### config.mk
export PLATFORM = sky130hd
export DESIGN_NAME = lsh_window
export DESIGN_NICKNAME = d
export VERILOG_FILES = /design/src/rtl/core/lsh_pkg.sv /design/src/rtl/core/lsh_window.sv
export SDC_FILE = /design/constraint.sdc
export NUM_CORES = 1
export LEC_CHECK = 0
export ABC_AREA = 1
export BUFFER_PORTS_ARGS = -buffer_cell sky130_fd_sc_hd__buf_2
export CORE_ASPECT_RATIO = 0.8
export CORE_UTILIZATION = 40
export CTS_BUF_LIST = sky130_fd_sc_hd__clkbuf_16
export DETAILED_ROUTE_END_ITERATION = 8
export PLACE_DENSITY = 0.67
export SETUP_SLACK_MARGIN = 0.2
export SYNTH_ARGS = -nofsm -noshare
export SYNTH_HDL_FRONTEND = slang
export SYNTH_SLANG_ARGS = --single-unit
### constraint.sdc
create_clock -name clock -period 19.59 [get_ports clock]
set_clock_uncertainty 0.15 [all_clocks]
set_input_delay 3.918 -clock clock [delete_from_list [all_inputs] [get_ports clock]]
set_output_delay 3.918 -clock clock [all_outputs]
set_load 0.03 [all_outputs]
### src/rtl/core/lsh_pkg.sv
// ----------------------------------------------------------------------------
// lsh_pkg
// Shared constants, register codes, the config type and the stage type for the
// 3x3 Laplacian sharpening filter.
// ----------------------------------------------------------------------------
package lsh_pkg;

   localparam int MAX_WIDTH  = 1024;
   localparam int MAX_HEIGHT = 4096;

   localparam int PIX_W   = 8;
   localparam int RES_W   = 13;
   localparam int CW_W    = 11;                              // image_width register
   localparam int CH_W    = 13;                              // image_height register
   localparam int CSR_D_W = 13;
   localparam int CSR_I_W = 2;
   localparam int COL_W   = $clog2(MAX_WIDTH);
   localparam int WE_W    = $clog2(MAX_WIDTH) + 1;           // effective width
   localparam int HE_W    = $clog2(MAX_HEIGHT) + 1;          // effective height
   localparam int ROW_W   = $clog2(MAX_HEIGHT + MAX_WIDTH + 4) + 1;
   localparam int DRN_W   = $clog2(MAX_WIDTH + 2);

   localparam logic [CSR_I_W-1:0] CSR_IMAGE_WIDTH  = 2'd0;
   localparam logic [CSR_I_W-1:0] CSR_IMAGE_HEIGHT = 2'd1;
   localparam logic [CSR_I_W-1:0] CSR_MASK_SELECT  = 2'd2;

   localparam logic [CW_W-1:0] RST_IMAGE_WIDTH  = 11'd512;
   localparam logic [CH_W-1:0] RST_IMAGE_HEIGHT = 13'd512;

   typedef struct packed {
      logic [CW_W-1:0] image_width;
      logic [CH_W-1:0] image_height;
      logic            mask_select;
   } cfg_type;

   // One request after position and edge decisions.
   typedef struct packed {
      logic [COL_W-1:0] col;
      logic [PIX_W-1:0] pix;
      logic             emit;
      logic             last;
      logic             edge_sel;   // right-edge result: window before shift
      logic             left_ok;
      logic [2:0]       row_ok;
   } stage_type;

endpackage

### src/rtl/core/lsh_window.sv
// ----------------------------------------------------------------------------
// lsh_window
// 3x3 window registers, masked tap selection, sharpening sum and the
// result register.
// ----------------------------------------------------------------------------
module lsh_window import lsh_pkg::*; (
   input  logic                    clock,
   input  logic                    reset,
   input  logic                    mask_select,
   input  logic                    a_go,
   input  stage_type               a_stage,
   input  logic [PIX_W-1:0]        upper,
   input  logic [PIX_W-1:0]        middle,
   input  logic                    rsp_take,
   output logic                    rsp_valid,
   output logic signed [RES_W-1:0] rsp_value,
   output logic                    rsp_last
);

   logic [PIX_W-1:0] win_ff [9];
   logic [PIX_W-1:0] win_in [9];
   logic [PIX_W-1:0] new_col [3];
   logic [PIX_W-1:0] tl [3];
   logic [PIX_W-1:0] tc [3];
   logic [PIX_W-1:0] tr [3];

   logic                    rsp_valid_ff;
   logic signed [RES_W-1:0] rsp_value_ff, res_in;
   logic                    rsp_last_ff;
   logic [RES_W-1:0]        f9, f5, s4, dg;

   always_comb begin
      new_col[0] = upper;
      new_col[1] = middle;
      new_col[2] = a_stage.pix;
      for (int i = 0; i < 3; i++) begin
         win_in[i*3+0] = win_ff[i*3+1];
         win_in[i*3+1] = win_ff[i*3+2];
         win_in[i*3+2] = new_col[i];
         tl[i] = (a_stage.row_ok[i] && a_stage.left_ok) ? win_ff[i*3+1] : '0;
         tc[i] = a_stage.row_ok[i] ? win_ff[i*3+2] : '0;
         tr[i] = (a_stage.row_ok[i] && !a_stage.edge_sel) ? new_col[i] : '0;
      end
      f9 = RES_W'({tc[1], 3'b000}) + RES_W'(tc[1]);
      f5 = RES_W'({tc[1], 2'b00}) + RES_W'(tc[1]);
      s4 = RES_W'(tc[0]) + RES_W'(tc[2]) + RES_W'(tl[1]) + RES_W'(tr[1]);
      dg = RES_W'(tl[0]) + RES_W'(tr[0]) + RES_W'(tl[2]) + RES_W'(tr[2]);
      res_in = mask_select ? signed'(f9 - s4 - dg) : signed'(f5 - s4);
   end

   always_ff @(posedge clock) begin
      if (reset) begin
         for (int n = 0; n < 9; n++) begin
            win_ff[n] <= '0;
         end
         rsp_valid_ff <= 1'b0;
      end else begin
         if (a_go) begin
            for (int n = 0; n < 9; n++) begin
               win_ff[n] <= win_in[n];
            end
         end
         if (a_go && a_stage.emit) begin
            rsp_valid_ff <= 1'b1;
         end else if (rsp_take) begin
            rsp_valid_ff <= 1'b0;
         end
      end
   end

   always_ff @(posedge clock) begin
      if (a_go && a_stage.emit) begin
         rsp_value_ff <= res_in;
         rsp_last_ff  <= a_stage.last;
      end
   end

   assign rsp_valid = rsp_valid_ff;
   assign rsp_value = rsp_value_ff;
   assign rsp_last  = rsp_last_ff;

endmodule

* Word-level counts from Yosys, hierarchy flattened
Memories as Yosys holds them, arrays and structs flattened.
Cells that the tools add are included.
** Operators by class
- Add/subtract/negate cells :: 11
- Mux-type cells :: 26
- Bitwise logic cells :: 9
- Reductions and logical operators :: 9
** Operator list (number)
- $mux W8 :: 18
- $add A10 B8 Y11 :: 3
- $add A9 B8 Y10 :: 2
- $add A8 B8 Y9 :: 2
- $mux W13 :: 1
- $sub A12 B11 Y13 :: 1
- $sub A13 B11 Y13 :: 1
- $add A11 B8 Y12 :: 1
- $sub A11 B11 Y12 :: 1
- $or A1 B1 Y1 :: 9
- $logic_and A1 B1 Y1 :: 7
- $mux W1 :: 7
- $reduce_bool A2 Y1 :: 1
- $logic_not A1 Y1 :: 1
** Word-level totals
- Bits in registers :: 15
- Memory bits (writable) :: 72
- Bits of input ports :: 46
- Output and inout bits :: 15
- Logic and storage cells :: 59
- Memories kept :: 1
** Memories
- win_ff :: depth 9, width 8, rd ports 6, clocked after memory_dff 0, write ports 9, RTL line lsh_window.sv:20 : logic [PIX_W-1:0] win_ff [9];

* Longest topological paths before layout
- Depth in word-level cells :: 8
- Mapped depth :: 30
- Mapped depth without buffers :: 29

* Least setup slack after synthesis
OpenSTA, ideal clock, no wires.
- Kind :: input to register
- From :: input port a_stage[1] (netlist name)
- To :: register rsp_value_ff[12], in the netlist rsp_value[12] (data pin)
- Library setup time :: 0.254 ns
- Arrival time :: 9.482 ns
- Data required time :: 19.186 ns
- Setup slack :: 9.705 ns
- Cell stages on the path :: 30
- Path buffers :: 1
- Cell sequence :: buf_2 > nand2_1 > nor2_1 > fa_1 > fa_1 > ha_1 > inv_1 > fa_1 > inv_1 > nand3_1 > nand2_1 > xor2_1 > inv_1 > fa_1 > fa_1 > inv_1 > fa_1 > inv_1 > fa_1 > inv_1 > ha_1 > nand2_2 > nor2_1 > nand2_1 > nand2_2 > nand2_2 > nand2_2 > nand3_1 > nand2_1 > nand2_1
** On the way
- Longest elaborated chain between the ends :: 7
- Elaborated cells on any way between the ends :: 13
- Those cells by class :: add/sub (7); mux (4); reduce/logical (2)
** Ends and longest elaborated chain
- from (decl) :: RTL line lsh_window.sv:11 : input stage_type a_stage,
- $logic_and A1 B1 Y1 :: RTL line lsh_window.sv:40 : tl[i] = (a_stage.row_ok[i] && a_stage.left_ok) ? win_ff[i*3+1] : '0;
- $mux W8 :: RTL line lsh_window.sv:40
- $add A9 B8 Y10 :: RTL line lsh_window.sv:46 : s4 = RES_W'(tc[0]) + RES_W'(tc[2]) + RES_W'(tl[1]) + RES_W'(tr[1]);
- $add A10 B8 Y11 :: RTL line lsh_window.sv:46
- $sub A12 B11 Y13 :: RTL line lsh_window.sv:48 : res_in = mask_select ? signed'(f9 - s4 - dg) : signed'(f5 - s4);
- $sub A13 B11 Y13 :: RTL line lsh_window.sv:48
- $mux W13 (*) :: RTL line lsh_window.sv:48
- via res_in[12] :: RTL line lsh_window.sv:28 : logic signed [RES_W-1:0] rsp_value_ff, res_in;
- to (signal assigned) :: RTL line lsh_window.sv:73 : rsp_value_ff <= res_in;
- to (decl) :: RTL line lsh_window.sv:28
The timed path passes the listed nets; every way through them passes the cells marked *.
A chain may end at the register's enable or synchronous reset.

* Final worst setup path
- From :: input port a_stage[1] (netlist name)
- To :: register rsp_value_ff[10], in the netlist rsp_value[10] (data pin)
The elaborated chain is that of the path after synthesis.

==> flow_metrics.tcl <==
set metrics [dict create \
    rsz0062_at_grt "no" \
    fin_crit_ns 10.31 \
    antenna_cells 0 \
    final_cell_mix "220 x inv_1, 147 x nand2_1, 94 x nor2_1, 62 x edfxtp_1, 60 x fa_1" \
    yosysTopAreaCell "edfxtp_1" \
    crit_arrival_ns 10.26 \
    firstDrtPassIters 5 \
    clock-sinks 63 \
    num_io_pins 61 \
    crit_path_start_kind "input pin" \
    ant_nets 0 \
    nets 927 \
    fin_crit_sh 0.526 \
    dpl.hpwl_um 10600 \
    ir_drop_v 0.0000742 \
    gp_congestion 0.873 \
    leakage_nw 3.68 \
    layout.cells.most_common "inv_1" \
    hold_depth 2 \
    cts_hold_buffers 0 \
    grt-ovfl-total 0 \
    dp_cells 950 \
    p_total_mw 0.828 \
    grt_pass1_wl_um 22400 \
    drtIter0Drc 194 \
    drt-vias-per-instance 4.57 \
    worstSetupPathType "input pin to flip-flop" \
    drc 0 \
    wl_um 12900 \
    antenna_found_initial 0 \
    post_drt_wl_per_cell_um 13.4 \
    reg2reg_depth 29 \
    finalSetupViolCount 0 \
    hold_path.class "flip-flop to flip-flop" \
    cap_violations 0 \
    r2r_end "rsp_value[10]" \
    start_util 0.412 \
    worst_pin_slew_ns 0.642 \
    crit_path_top_delay_cell "fa_1" \
    cts_setup_buffers 0 \
    synth-seq-cells 63 \
    crit_top_cell "fa_1" \
    clk_pin_slew_ns 0.06 \
    portBuffers 50 \
    insertion_delay_ns 0.35 \
    ys_warn_count 0 \
    syn-num-nets 874 \
    grt_pass1_vias 4602 \
    dieWidth_um 138 \
    drive_above_1_share 0.0972 \
    dp_slack_ns 8.88 \
    status "completed" \
    p_per_area_nw_per_um2 124 \
    rrSetupSlack_ns 13.00 \
    crit_path_end_kind "flip-flop" \
    core_area_sq_um 14400 \
    synth_cell_types 29 \
    synth-seq-area-share 0.317 \
    max_slew_margin 0.572 \
    clock_tree.buffer_depth 2 \
    cts_tree "built" \
    synth_edf_count 62 \
    synth_top_area_frac 0.314 \
    routed-via-count 4410 \
    synthFlopType "edfxtp_1" \
    max_stage_delay_ns 0.55 \
    fp.dieH_um 111 \
    fill_cells 1341 \
    max_freq_ghz 0.0970 \
    cts_made_buffers 9 \
    cts_resized 0 \
    synth-async-reset-ratio 0 \
    grtUsageTotal 0.191 \
    setup_tns_ns 0 \
    dieArea_sq_um 15300 \
    mappedNetlistArea_sq_um 5930 \
    cp_max_fo 11 \
    final_max_slew_viol_count 0 \
    worstHoldStart "rsp_valid" \
    r2r_start "win_ff[8][1]" \
    cp.required_ns 19.54 \
    synth_area_leaders "edfxtp_1 31%, fa_1 20%, inv_1 14%" \
    setup_ws_ns 9.28 \
    stdcell_count 966 \
    avgSynthCellArea_sq_um 8.19 \
    syn_inst 724 \
    cts_htree_levels 3 \
    cts-root-buf "clkbuf_16" \
    grt_max_degree 49 \
    syn2layout_area_growth_pct 12.7 \
    rows 39 \
    min_to "rsp_valid" \
    hold_violations 0 \
]
## logic make-up (layout without fill, tap and decap cells)
| kind of cell | count (synthesis) | after routing | share of synthesized area |
|---|---|---|---|
| AND/OR/NAND/NOR | 284 | 284 | 0.192 |
| buffers and inverters | 230 | 288 | 0.147 |
| adder cells (fa/ha/maj) | 104 | 104 | 0.295 |
| flip-flops | 63 | 63 | 0.317 |
| AO/OA/AOI/OAI | 33 | 33 | 0.0333 |
| XOR/XNOR | 10 | 10 | 0.0148 |
## routing by layer
metal | vias to the layer above | track usage | wire length (um)
li1 | 2243 | - | -
met1 | 2047 | 0.265 | 6450
met2 | 105 | 0.291 | 5430
met3 | 15 | 0.0544 | 858
met4 | 0 | 0.0532 | 176
met5 | - | 0 | 0
## cells in the mapped netlist, types with 3 or more instances
master	instances
nor2_1	94
nand4_1	4
a21oi_1	17
nand3_1	28
clkbuf_1	3
fa_1	60
nand2_1	147
edfxtp_1	62
nand2_2	5
o21ai_0	5
ha_1	44
xor2_1	8
buf_2	7
inv_1	220
## stage by stage
stage	cell area, sq um	utilization	hold WS (ns)
finish	6690	0.464	0.319
global route	6690	0.464	0.343
CTS	6690	0.464	0.320
detailed placement	6380	0.443	0.307
global placement	6380	0.443	0.297
floorplan	5930	-	0.395
## worst max-delay path: cells and delay by family
kind / cells / cell delay (ns)
AND/OR/NAND/NOR: 13 / 1.34
buffers and inverters: 7 / 0.68
XOR/XNOR: 1 / 0.30
adder cells (fa/ha/maj): 9 / 4.01
## state kept, by name, summed over array words and instances (netlist names)
register	count
rsp_value	13
rsp_last	1
win_ff	48
rsp_valid	1
## cell type report
| type | count | area, sq um | share of cell area |
|---|---|---|---|
| clock inverters | 7 | 81.3 | 0.0122 |
| repair buffers | 52 | 265 | 0.0397 |
| multi-input cells | 431 | 3180 | 0.475 |
| inverters | 220 | 826 | 0.124 |
| clock buffers | 9 | 225 | 0.0337 |
| well taps | 184 | 230 | 0.0344 |
| flip-flops and latches | 63 | 1880 | 0.281 |
## how the worst max path moves through the flow
stage	startpoint	to	slack, ns	cells past startpoint
floorplan	a_stage[1]	rsp_value[12]	9.70	30
global placement	a_stage[1]	rsp_value[10]	8.95	29
detailed placement	a_stage[1]	rsp_value[10]	8.88	30
CTS	a_stage[1]	rsp_value[10]	9.27	30
global route	a_stage[1]	rsp_value[10]	8.91	29
finish	a_stage[1]	rsp_value[10]	9.28	30
## where the power goes
| part | internal, mW | switching (mW) |
|---|---|---|
| clock network | 0.100 | 0.0674 |
| logic | 0.172 | 0.310 |
| registers | 0.173 | 0.00490 |
Note: power is estimated with default switching activity, not from simulation.
