**src/rtl/core/lsh_pkg.sv**
```systemverilog
// ----------------------------------------------------------------------------
// lsh_pkg
// Shared constants, register codes, the config type and the stage type for the
// 3x3 Laplacian sharpening filter.
// ----------------------------------------------------------------------------
package lsh_pkg;

   localparam int MAX_WIDTH  = 1024;
   localparam int MAX_HEIGHT = 4096;

   localparam int PIX_W   = 8;
   localparam int RES_W   = 13;
   localparam int CW_W    = 11;                              // image_width register
   localparam int CH_W    = 13;                              // image_height register
   localparam int CSR_D_W = 13;
   localparam int CSR_I_W = 2;
   localparam int COL_W   = $clog2(MAX_WIDTH);
   localparam int WE_W    = $clog2(MAX_WIDTH) + 1;           // effective width
   localparam int HE_W    = $clog2(MAX_HEIGHT) + 1;          // effective height
   localparam int ROW_W   = $clog2(MAX_HEIGHT + MAX_WIDTH + 4) + 1;
   localparam int DRN_W   = $clog2(MAX_WIDTH + 2);

   localparam logic [CSR_I_W-1:0] CSR_IMAGE_WIDTH  = 2'd0;
   localparam logic [CSR_I_W-1:0] CSR_IMAGE_HEIGHT = 2'd1;
   localparam logic [CSR_I_W-1:0] CSR_MASK_SELECT  = 2'd2;

   localparam logic [CW_W-1:0] RST_IMAGE_WIDTH  = 11'd512;
   localparam logic [CH_W-1:0] RST_IMAGE_HEIGHT = 13'd512;

   typedef struct packed {
      logic [CW_W-1:0] image_width;
      logic [CH_W-1:0] image_height;
      logic            mask_select;
   } cfg_type;

   // One request after position and edge decisions.
   typedef struct packed {
      logic [COL_W-1:0] col;
      logic [PIX_W-1:0] pix;
      logic             emit;
      logic             last;
      logic             edge_sel;   // right-edge result: window before shift
      logic             left_ok;
      logic [2:0]       row_ok;
   } stage_type;

endpackage

```
**src/rtl/core/lsh_ctrl.sv**
```systemverilog
// ----------------------------------------------------------------------------
// lsh_ctrl
// Position counters, drain handling and the request stage register. Decides
// which result a request produces and which window taps lie inside the image.
// ----------------------------------------------------------------------------
module lsh_ctrl import lsh_pkg::*; (
   input  logic             clock,
   input  logic             reset,
   input  cfg_type          cfg,
   input  logic             in_accept,
   input  logic [PIX_W-1:0] pixel,
   input  logic             fill,
   input  logic             a_go,
   output logic             a_valid,
   output stage_type        a_stage,
   output logic [COL_W-1:0] rd_addr
);

   logic [COL_W-1:0] col_ff, col_in;
   logic [ROW_W-1:0] row_ff, row_in;
   logic [DRN_W-1:0] drain_ff, drain_in;
   logic             a_valid_ff, a_valid_in;
   stage_type        a_stage_ff, a_stage_in;

   logic [WE_W-1:0]  w_eff;
   logic [HE_W-1:0]  h_eff;
   logic [COL_W-1:0] col1, c;
   logic [ROW_W-1:0] row1, r;
   logic [DRN_W-1:0] drain2;
   logic             done, skip, draining;
   logic [WE_W-1:0]  col3;
   logic [ROW_W:0]   off, k0, k1, k2, hlim;

   always_comb begin
      if (cfg.image_width == '0) begin
         w_eff = WE_W'(1);
      end else if ({21'd0, cfg.image_width} > MAX_WIDTH) begin
         w_eff = WE_W'(MAX_WIDTH);
      end else begin
         w_eff = WE_W'(cfg.image_width);
      end
      if (cfg.image_height == '0) begin
         h_eff = HE_W'(1);
      end else if ({19'd0, cfg.image_height} > MAX_HEIGHT) begin
         h_eff = HE_W'(MAX_HEIGHT);
      end else begin
         h_eff = HE_W'(cfg.image_height);
      end
   end

   always_comb begin
      col1 = col_ff;
      row1 = row_ff;
      if (WE_W'(col_ff) >= w_eff) begin
         col1 = '0;
         row1 = row_ff + ROW_W'(1);
      end
      done = (row1 >= ROW_W'(h_eff)) &&
             ({1'b0, drain_ff} >= (DRN_W+1)'(w_eff) + (DRN_W+1)'(1));
      skip = done && fill;
      c      = col1;
      r      = row1;
      drain2 = drain_ff;
      if (done && !fill) begin
         c      = '0;
         r      = '0;
         drain2 = '0;
      end
      draining = r >= ROW_W'(h_eff);
      drain_in = draining ? drain2 + DRN_W'(1) : drain2;

      a_stage_in.col = c;
      a_stage_in.pix = (draining || fill) ? '0 : pixel;
      a_stage_in.edge_sel = (c == '0);
      if (c == '0) begin
         a_stage_in.emit    = (r >= ROW_W'(2)) && (r < ROW_W'(h_eff) + ROW_W'(2));
         a_stage_in.last    = (r == ROW_W'(h_eff) + ROW_W'(1));
         a_stage_in.left_ok = (w_eff >= WE_W'(2));
      end else begin
         a_stage_in.emit    = (r >= ROW_W'(1)) && (r < ROW_W'(h_eff) + ROW_W'(1));
         a_stage_in.last    = 1'b0;
         a_stage_in.left_ok = (c >= COL_W'(2));
      end

      off  = (c == '0) ? (ROW_W+1)'(3) : (ROW_W+1)'(2);
      hlim = (ROW_W+1)'(h_eff) + off;
      k0   = {1'b0, r};
      k1   = {1'b0, r} + (ROW_W+1)'(1);
      k2   = {1'b0, r} + (ROW_W+1)'(2);
      a_stage_in.row_ok[0] = (k0 >= off) && (k0 < hlim);
      a_stage_in.row_ok[1] = (k1 >= off) && (k1 < hlim);
      a_stage_in.row_ok[2] = (k2 >= off) && (k2 < hlim);

      col3   = WE_W'(c) + WE_W'(1);
      col_in = col3[COL_W-1:0];
      row_in = r;
      if (col3 >= w_eff) begin
         col_in = '0;
         row_in = r + ROW_W'(1);
      end

      if (in_accept) begin
         a_valid_in = !skip;
      end else if (a_go) begin
         a_valid_in = 1'b0;
      end else begin
         a_valid_in = a_valid_ff;
      end
   end

   always_ff @(posedge clock) begin
      if (reset) begin
         col_ff     <= '0;
         row_ff     <= '0;
         drain_ff   <= '0;
         a_valid_ff <= 1'b0;
      end else begin
         a_valid_ff <= a_valid_in;
         if (in_accept && !skip) begin
            col_ff   <= col_in;
            row_ff   <= row_in;
            drain_ff <= drain_in;
         end
      end
   end

   always_ff @(posedge clock) begin
      if (in_accept) begin
         a_stage_ff <= a_stage_in;
      end
   end

   assign a_valid = a_valid_ff;
   assign a_stage = a_stage_ff;
   assign rd_addr = c;

endmodule

```
**config.mk**
```make
export PLATFORM = sky130hd
export DESIGN_NAME = lsh_ctrl
export DESIGN_NICKNAME = d
export VERILOG_FILES = /design/src/rtl/core/lsh_pkg.sv /design/src/rtl/core/lsh_ctrl.sv
export SDC_FILE = /design/constraint.sdc
export NUM_CORES = 1
export LEC_CHECK = 0
export BUFFER_PORTS_ARGS = -buffer_cell sky130_fd_sc_hd__buf_2
export CAP_MARGIN = 5
export CORE_MARGIN = 5
export CORE_UTILIZATION = 30
export CTS_BUF_LIST = sky130_fd_sc_hd__clkbuf_2 sky130_fd_sc_hd__clkbuf_4 sky130_fd_sc_hd__clkbuf_8
export DETAILED_ROUTE_END_ITERATION = 10
export GPL_TIMING_DRIVEN = 0
export HOLD_SLACK_MARGIN = 0.15
export PLACE_DENSITY = 0.5
export SLEW_MARGIN = 20
export SYNTH_ARGS = -nofsm -noshare
export SYNTH_HDL_FRONTEND = slang
export SYNTH_SLANG_ARGS = --single-unit
```
**constraint.sdc**
```tcl
create_clock -name clock -period 10.1 [get_ports clock]
set_input_delay 3.03 -clock clock [delete_from_list [all_inputs] [get_ports clock]]
set_output_delay 3.03 -clock clock [all_outputs]
set_load 0.005 [all_outputs]
```
# Word level (Yosys, flattened, before mapping)
# Index checks and enable logic that the tools add are counted.
# Widths: inputs -> output; s select.
# totals
word_cells	74
ram_bits	0
out_inout_bits	36
memories	0
mem_bits_ro	0
latch_bits	0
inputBits	38
reg_bits	61
# classes
mul	0
reduce_logical	16
n_div	0
n_eq_ne	1
bitwise_logic	0
n_mux	17
order_cmp	19
addsub	10
shifts	0
# ops
operator	n
$mux 11	4
$lt 14x14->1	3
$mux 14	3
$ge 15x2->1	2
$lt 15x14->1	2
$mux 10	3
$add 14x1->14 const B	2
$ge 14x13->1	2
$mux 13	2
$add 14x1->15 const B	1
$add 14x2->15 const B	1
$add 13x1->14 const B	1
$add 13x2->14	1
$add 13x2->14 const B	1
$eq 14x14->1	1
$ge 14x1->1 const B	1
$ge 14x2->1	1
$ge 14x2->1 const B	1
$gt 13x13->1 const B	1
$logic_not 13->1	1
$add 11x1->12 const B	1
$ge 11x12->1	1
$add 10x1->11 const B	1
$add 11x1->11 const B	1
other kinds (13)	25

# Depth between registers and ports, before layout
# Gate-level depths: netlist of run 1.
# logic_depth
depth_word	14
ltp_mapped	40
mapped_depth_nobuf	36

# Worst setup path before layout of run 1
# No wires, ideal clock.
# synth_timing
path_type	input to output
start	in cfg[21] (netlist name)
end	out rd_addr[0]
setup_slack_ps	13
path_stages	23
arrival_time_ps	7057
n_path_buf	3
cell_sequence	nor4_1 nand3_1 a21oi_1 ha_1 nor2b_1 o21ai_2 a31oi_4 a21oi_2 nor2_2 buf_2 inv_1 ha_1 a21o_1 a21oi_1 o21ai_0 a21oi_1 o211a_1 nor2_1 buf_2 nor2_1 nand2_1 inv_1 buf_4
# synth_lines
item	line	text
start: declaration	lsh_ctrl.sv:9	input cfg_type cfg,
end: declaration	lsh_ctrl.sv:16	output logic [COL_W-1:0] rd_addr

==> results of run 1 <==
==> metrics by stage <==
| stage | setup TNS [ps] | setup WS (ps) |
|---|---|---|
| 2_1_floorplan | 0 | 13.1 |
| 3_3_place_gp | -75400 | -2000 |
| 3_5_place_dp | -73650 | -1920 |
| 4_1_cts | 0 | 5.98 |
| 5_1_grt | -78.7 | -24.4 |
| 6_report | 0 | 138 |
==> area by class of cell <==
| type | instances | area [um2] | area share [%] |
|---|---|---|---|
| timing repair buffer | 117 | 741 | 7.19 |
| sequential | 61 | 1470 | 14.3 |
| clock buffer | 11 | 145 | 1.41 |
| clock inverter | 5 | 58.8 | 0.571 |
| buffer | 42 | 279 | 2.71 |
| tap | 372 | 465 | 4.52 |
| multi-input combinational | 868 | 6920 | 67.2 |
| inverter | 55 | 220 | 2.14 |
==> registers in the layout, indices dropped and copies added, names as in the netlist <==
signal / cells
a_stage: 25
a_valid: 1
col_ff: 10
drain_ff: 11
row_ff: 14
==> cell families (layout without fill, tap and decap cells) <==
kind of cell               count (synthesis)  after routing  share of synthesized area, %
AOI/OAI and AO/OA                        227            227                          20.7
xor gates and xnor gates                  90             90                          9.82
adders and majority gates                141            141                          21.1
buffers and inverters                     98            230                          5.37
DFF                                       61             61                          17.7
muxes                                      4              4                         0.498
other                                      1              5                        0.0452
and+or+nand+nor                          401            401                          24.7
==> worst max-delay path, cell delays in order <==
cell       delay, ps
buf_6            110
nor4_4           280
nand3_2          140
a21oi_2          190
ha_1             180
nor2b_4           60
o21ai_4          220
a31oi_4          150
buf_12           180
a2111oi_4        470
nor2_4            80
inv_4             80
ha_4             190
a21o_1           170
a21oi_2          170
o21bai_4          80
a21oi_2          150
buf_4            140
o211ai_4         100
nand2_4          150
clkbuf_16        170
and3_4           230
buf_4            110
buf_2             90
==> repair_timing <==
action / in CTS / in global routing
setup buffers: 28 / 19
pin swaps: 24 / 35
endpoints found under the setup margin: 57 / 34
hold endpoints to repair: 0 / 0
resized for setup: 84 / 52
cloned: 0 / 0
==> path summary, 6_finish.rpt <==
kind	slack [ps]	cells after the start	start	to
worst min-delay path	460	2	a_valid$_SDFFE_PP0P_	a_valid$_SDFFE_PP0P_
worst min register to register	460	2	a_valid$_SDFFE_PP0P_	a_valid$_SDFFE_PP0P_
worst max-delay path	140	24	cfg[21]	rd_addr[9]
worst max register to register	2740	32	row_ff[0]$_SDFFE_PP0P_	a_stage[1]$_DFFE_PP_
==> report_power, final <==
part,leakage (nW),switching [W],internal (W),total (W)
combinational,3.77,0.000201,0.000135,0.000336
sequential,0.540,0.00000774,0.000270,0.000278
clock,0.104,0.000112,0.000124,0.000237
==> cells in the final DEF, fill, tap and decap left out, drive strengths merged, types with 4 or more instances in the layout <==
cell,count
nor2,103
nor2b,12
a211oi,20
or3,5
o31a,4
a31oi,11
nor3,28
a21o,16
clkinv,5
a2111oi,7
ha,136
xnor2,67
nand2b,11
clkbuf,34
o21bai,4
maj3,5
a21oi,62
nand2,103
o2111ai,6
o31ai,11
conb,5
o211a,5
dfxtp,36
o21a,7
and2,7
edfxtp,25
nand4,18
buf,136
or4,7
o211ai,12
o22ai,6
and3,29
xor2,23
inv,53
o21ai,35
nand3,43
nor4,19
==> routing by layer <==
layer | vias up | track usage, %
met5 | - | 0
met4 | 0 | 5.07
met3 | 45 | 3.28
met2 | 267 | 28.4
met1 | 3837 | 25.8
li1 | 4023 | -
==> impl_results.md, run 1 <==
- Status: completed
- Area fraction of the dominant cell type after synthesis: slightly above 20%
- Worst-Margin Slew: 952 ps
- Clock root buffer: clkbuf_8
- Placed wire-length estimate: between 20 and 25 mm
- Max capacitance violation total: 0
- Data arrival, critical path: around 6900 ps
- Row count: 60
- Number of port buffers: 70
- Ys async rst share: 0%
- # setup viols final: 0
- Layout Cells excl Fill: roughly 1500
- DRC viols: 0
- Die Wd: 176 um
- Top cells by area, synth: ha_1 21%, edfxtp_1 9.0%, dfxtp_1 8.7%
- DP Area: around 0.0091 mm2
- Critical path endpoint category: primary output
- Worst skew pair latency: roughly 360 ps
- Post-synth EDFFs: 25
- Core Footprint: between 0.02 and 0.03 mm2
- Synth Instances: 1023
- DRT antenna net count: 0
- Die Height: 176 um
- H-tree depth: 3
- Max Freq: between 100 and 150 MHz
- Power per standard cell area: roughly 83 mW/mm2
- Layout cell share with drive strength beyond 1: around a quarter
- Seq/Total Area, Yosys: 17.7%
- DRT iter0 DRCs: between 500 and 600
- Wl on met1: about 14 mm
- Drt wl/cell: about 19 um
- Total gr overflow: 0
- Vias in the first global route: between 7000 and 8000
- Synthesized area: just over 0.008 mm2
- Worst Hold Class: reg2reg
- Largest net degree at the start of global routing: 31
- Post-DR vias/cell: 5.34
- Ports: 74
- List of most frequent post-synthesis cells: 136 x ha_1, 99 x nor2_1, 98 x nand2_1
- YS warnings: 0
- GRT Util Overall: 18.2%
- Synth Flop Type: dfxtp_1
- Crit start category: input port
- Fill cell count: roughly 2800
- Hold_buf cts: 0
- Drt pass-1 iters: 5
- Met3 WL post-DR: approximately 1.9 mm
- Routed wire length: between 20 and 30 mm
- Final nets: 1328
- Max layer used: met4
- Power, Total: ~0.00085 W
- First-pass GRT wire length: 44.5 mm
- Fin. max-slew vios: 0
- Synth Area per Inst: slightly above 8 um2
- Final clock skew: about 21 ps
- Fin Hold WS: 458 ps
- Number of buffers created by CTS: 9
- Slew headroom: roughly 37%
- # diodes: 0
- Final instance area: 0.0103 mm2
- CTS tree: yes
- Clock sink count: just over 60
- Final core utilization: between 30% and 40%
- Die area: roughly 0.031 mm2
- Yosys reg bits: 61
- Worst setup path class: in2out
- Layout area overhead: 24.1%
- Vias: 8172
- VDD IR max: ~0.000045 V
- Top-count cell post-synth: ha_1
- Area leader, netlist: ha_1
- Library cells used by synthesis: between 90 and 100
- Data required, critical path: 7070 ps
- Minimum clock period: 9960 ps
- Placed cell count: approximately 1500
- LEAKAGE: about 4.4 nW
- Initial antenna violation count: 0
- Met2 wire length: 12.7 mm
- Final Hold Vio Count: 0
- CTS max path bufs: 2
- Crit share post-route: a little over nine tenths
- Initial Util: 30.6%
- Critical path peak fanout: 10
- GP Congestion: a little under 0.9
- CTS clock-pin slew for the worst setup and hold paths: about 80 ps
(Power assumes the default switching activity.)
==> inputs of run 2 (changes only) <==
CORE_MARGIN = not set   (was 5)
==> run 2 against run 1 <==
  * Clock power increased by 10%
  * Cell area rose by 0.47%
  * Critical endpoint is now rd_addr[7]
  * Sequential cell count did not move
  * Worst hold slack better by 1.4 ps
  * First-iteration DRC count down 4.3%
  * Register-to-register slack got worse by 100 ps
  * Largest cell class unchanged
  * Global-route usage rose by 2.2 points
  * Combinational power grew 2%
  * Sequential share of layout area down 0.067 points
==> impl_results.md, run 2 (synthesis gave the netlist of run 1 again) <==
- Clock sink count: 61
- Final clock skew: approximately 22 ps
- Placed wire-length estimate: 22.8 mm
- Initial Util: between 30% and 40%
- Crit share post-route: 98.7%
- Layout cell share with drive strength beyond 1: 24.5%
- Worst skew pair latency: 360 ps
- Data required, critical path: 7070 ps
- # setup viols final: 0
- Critical path endpoint: rd_addr[7]
- Met3 WL post-DR: about 1.8 mm
- Worst setup margin: ~130 ps
- CTS tree: yes
- Fin. max-slew vios: 0
- CTS max path bufs: 2
- Initial antenna violation count: 0
- Vias in the first global route: 7701
- DRT antenna net count: 0
- Critical path endpoint category: primary output
- # diodes: 0
- Data arrival, critical path: around 7000 ps
- Drt pass-1 iters: 5
- DRT iter0 DRCs: around 530
- Drt wl/cell: between 15 and 20 um
- Wl on met1: 13.7 mm
- Register-to-register setup slack: roughly 2600 ps
- Most common cell after layout, fill and taps aside: ha_1
- Power, Total: between 0.0008 and 0.0009 W
- Worst-Margin Slew: around 930 ps
- Critical path peak fanout: 10
- H-tree depth: 3
- Final instance area: between 0.01 and 0.015 mm2
- Worst setup path class: in2out
- Row count: 60
- Minimum clock period: roughly 10000 ps
- Register-to-Register Path Depth: 31
- Worst hold stages: 2
- Die area: ~0.028 mm2
- Status: completed
- GP Congestion: between 0.8 and 0.9
- Vias: 8227
- Die Height: approximately 170 um
- Core Footprint: approximately 0.027 mm2
- VDD IR max: a little under 0.00005 V
- Max FFs per register: 25
- Power per standard cell area: 85.2 mW/mm2
- Number of buffers created by CTS: 9
- Max layer used: met4
- Post-DR vias/cell: 5.46
- Max capacitance violation total: 0
- Slew headroom: roughly two fifths
- Final Hold Vio Count: 0
- LEAKAGE: about 4.5 nW
- Number of port buffers: 70
- Fin Hold WS: 459 ps
- Routed wire length: 29.2 mm
- Layout area overhead: 24.7%
- Crit start category: input port
- Clock root buffer: clkbuf_8
- Total gr overflow: 0
- Worst Hold Class: reg2reg
- Met2 wire length: roughly 13 mm
- Ports: 74
- Max Freq: around 100 MHz
- Place WS: -2040 ps
- DRC viols: 0
- Final nets: 1334
- First-pass GRT wire length: ~45 mm
- Die Wd: about 170 um
- Fill cell count: 2753
- DP Area: between 0.009 and 0.01 mm2
- CTS clock-pin slew for the worst setup and hold paths: 80 ps
- Largest net degree at the start of global routing: 31
- Reg2reg end: a_stage[1]$_DFFE_PP_
- Crit path from: cfg[24]
- Reg2Reg Launch Point: row_ff[0]$_SDFFE_PP0P_
- Most frequent cells in the layout: 129 x ha_1, 91 x nand2_1, 91 x nor2_1
- GRT Util Overall: between 20% and 30%
-- run 2: worst min path at each step --
stage                              start              endpoint  slack, ps
floorplan           a_valid$_SDFFE_PP0P_  a_valid$_SDFFE_PP0P_        450
global placement    a_valid$_SDFFE_PP0P_  a_valid$_SDFFE_PP0P_        450
detailed placement  a_valid$_SDFFE_PP0P_  a_valid$_SDFFE_PP0P_        450
CTS                 a_valid$_SDFFE_PP0P_  a_valid$_SDFFE_PP0P_        460
global route        a_valid$_SDFFE_PP0P_  a_valid$_SDFFE_PP0P_        480
finish              a_valid$_SDFFE_PP0P_  a_valid$_SDFFE_PP0P_        460
-- run 2: cell type report --
| cell class | instances | area (um2) | share of cell area [%] |
|---|---|---|---|
| Tap cell | 341 | 427 | 4.12 |
| Timing Repair Buffer | 124 | 803 | 7.76 |
| Sequential cell | 61 | 1470 | 14.2 |
| Clock buffer | 11 | 145 | 1.40 |
| Inverter | 55 | 220 | 2.13 |
| Clock inverter | 5 | 81.3 | 0.786 |
| Multi-Input combinational cell | 868 | 6950 | 67.2 |
| Buffer | 41 | 245 | 2.37 |
-- run 2: through the flow --
step	std cells	setup TNS, ps	utilization, %
floorplan	1027	0	-
global placement	1438	-77270	33.6
detailed placement	1438	-79430	33.6
CTS	1481	-5.08	36.7
global route	1506	-260	38.3
finish	1506	0	38.3
-- run 2: critical path, stage by stage --
cell,delay [ps]
buf_6,140
inv_4,120
nand2_1,180
ha_1,380
a21oi_1,120
o21ai_2,260
nand2_4,230
a211oi_4,390
xnor2_4,170
inv_2,80
ha_1,310
nand2_1,70
o21ai_1,60
o21bai_2,210
a21oi_4,170
o211ai_4,140
nand2_4,140
clkbuf_4,210
and3_1,270
buf_4,140
buf_2,100
-- run 2: routing by layer --
| layer | track usage (%) | vias to the layer above |
|---|---|---|
| met5 | 0 | - |
| met4 | 5.06 | 0 |
| met3 | 3.29 | 33 |
| met2 | 32.6 | 291 |
| met1 | 28.3 | 3888 |
| li1 | - | 4015 |
-- run 2: where the power goes --
| part | switching [W] | leakage (nW) | internal, W | total, W |
|---|---|---|---|---|
| combinational | 0.000205 | 3.81 | 0.000138 | 0.000342 |
| sequential | 0.00000791 | 0.540 | 0.000270 | 0.000278 |
| clock | 0.000112 | 0.118 | 0.000149 | 0.000261 |
| total | 0.000324 | 4.47 | 0.000557 | 0.000881 |
-- run 2: repair_timing --
item                       in CTS  in global routing
hold endpoints to repair        0                  0
hold buffers                    0                  0
buffers inserted               28                 27
gates resized for setup        94                 48
pin swaps                      27                 40
setup endpoints to repair      57                 42
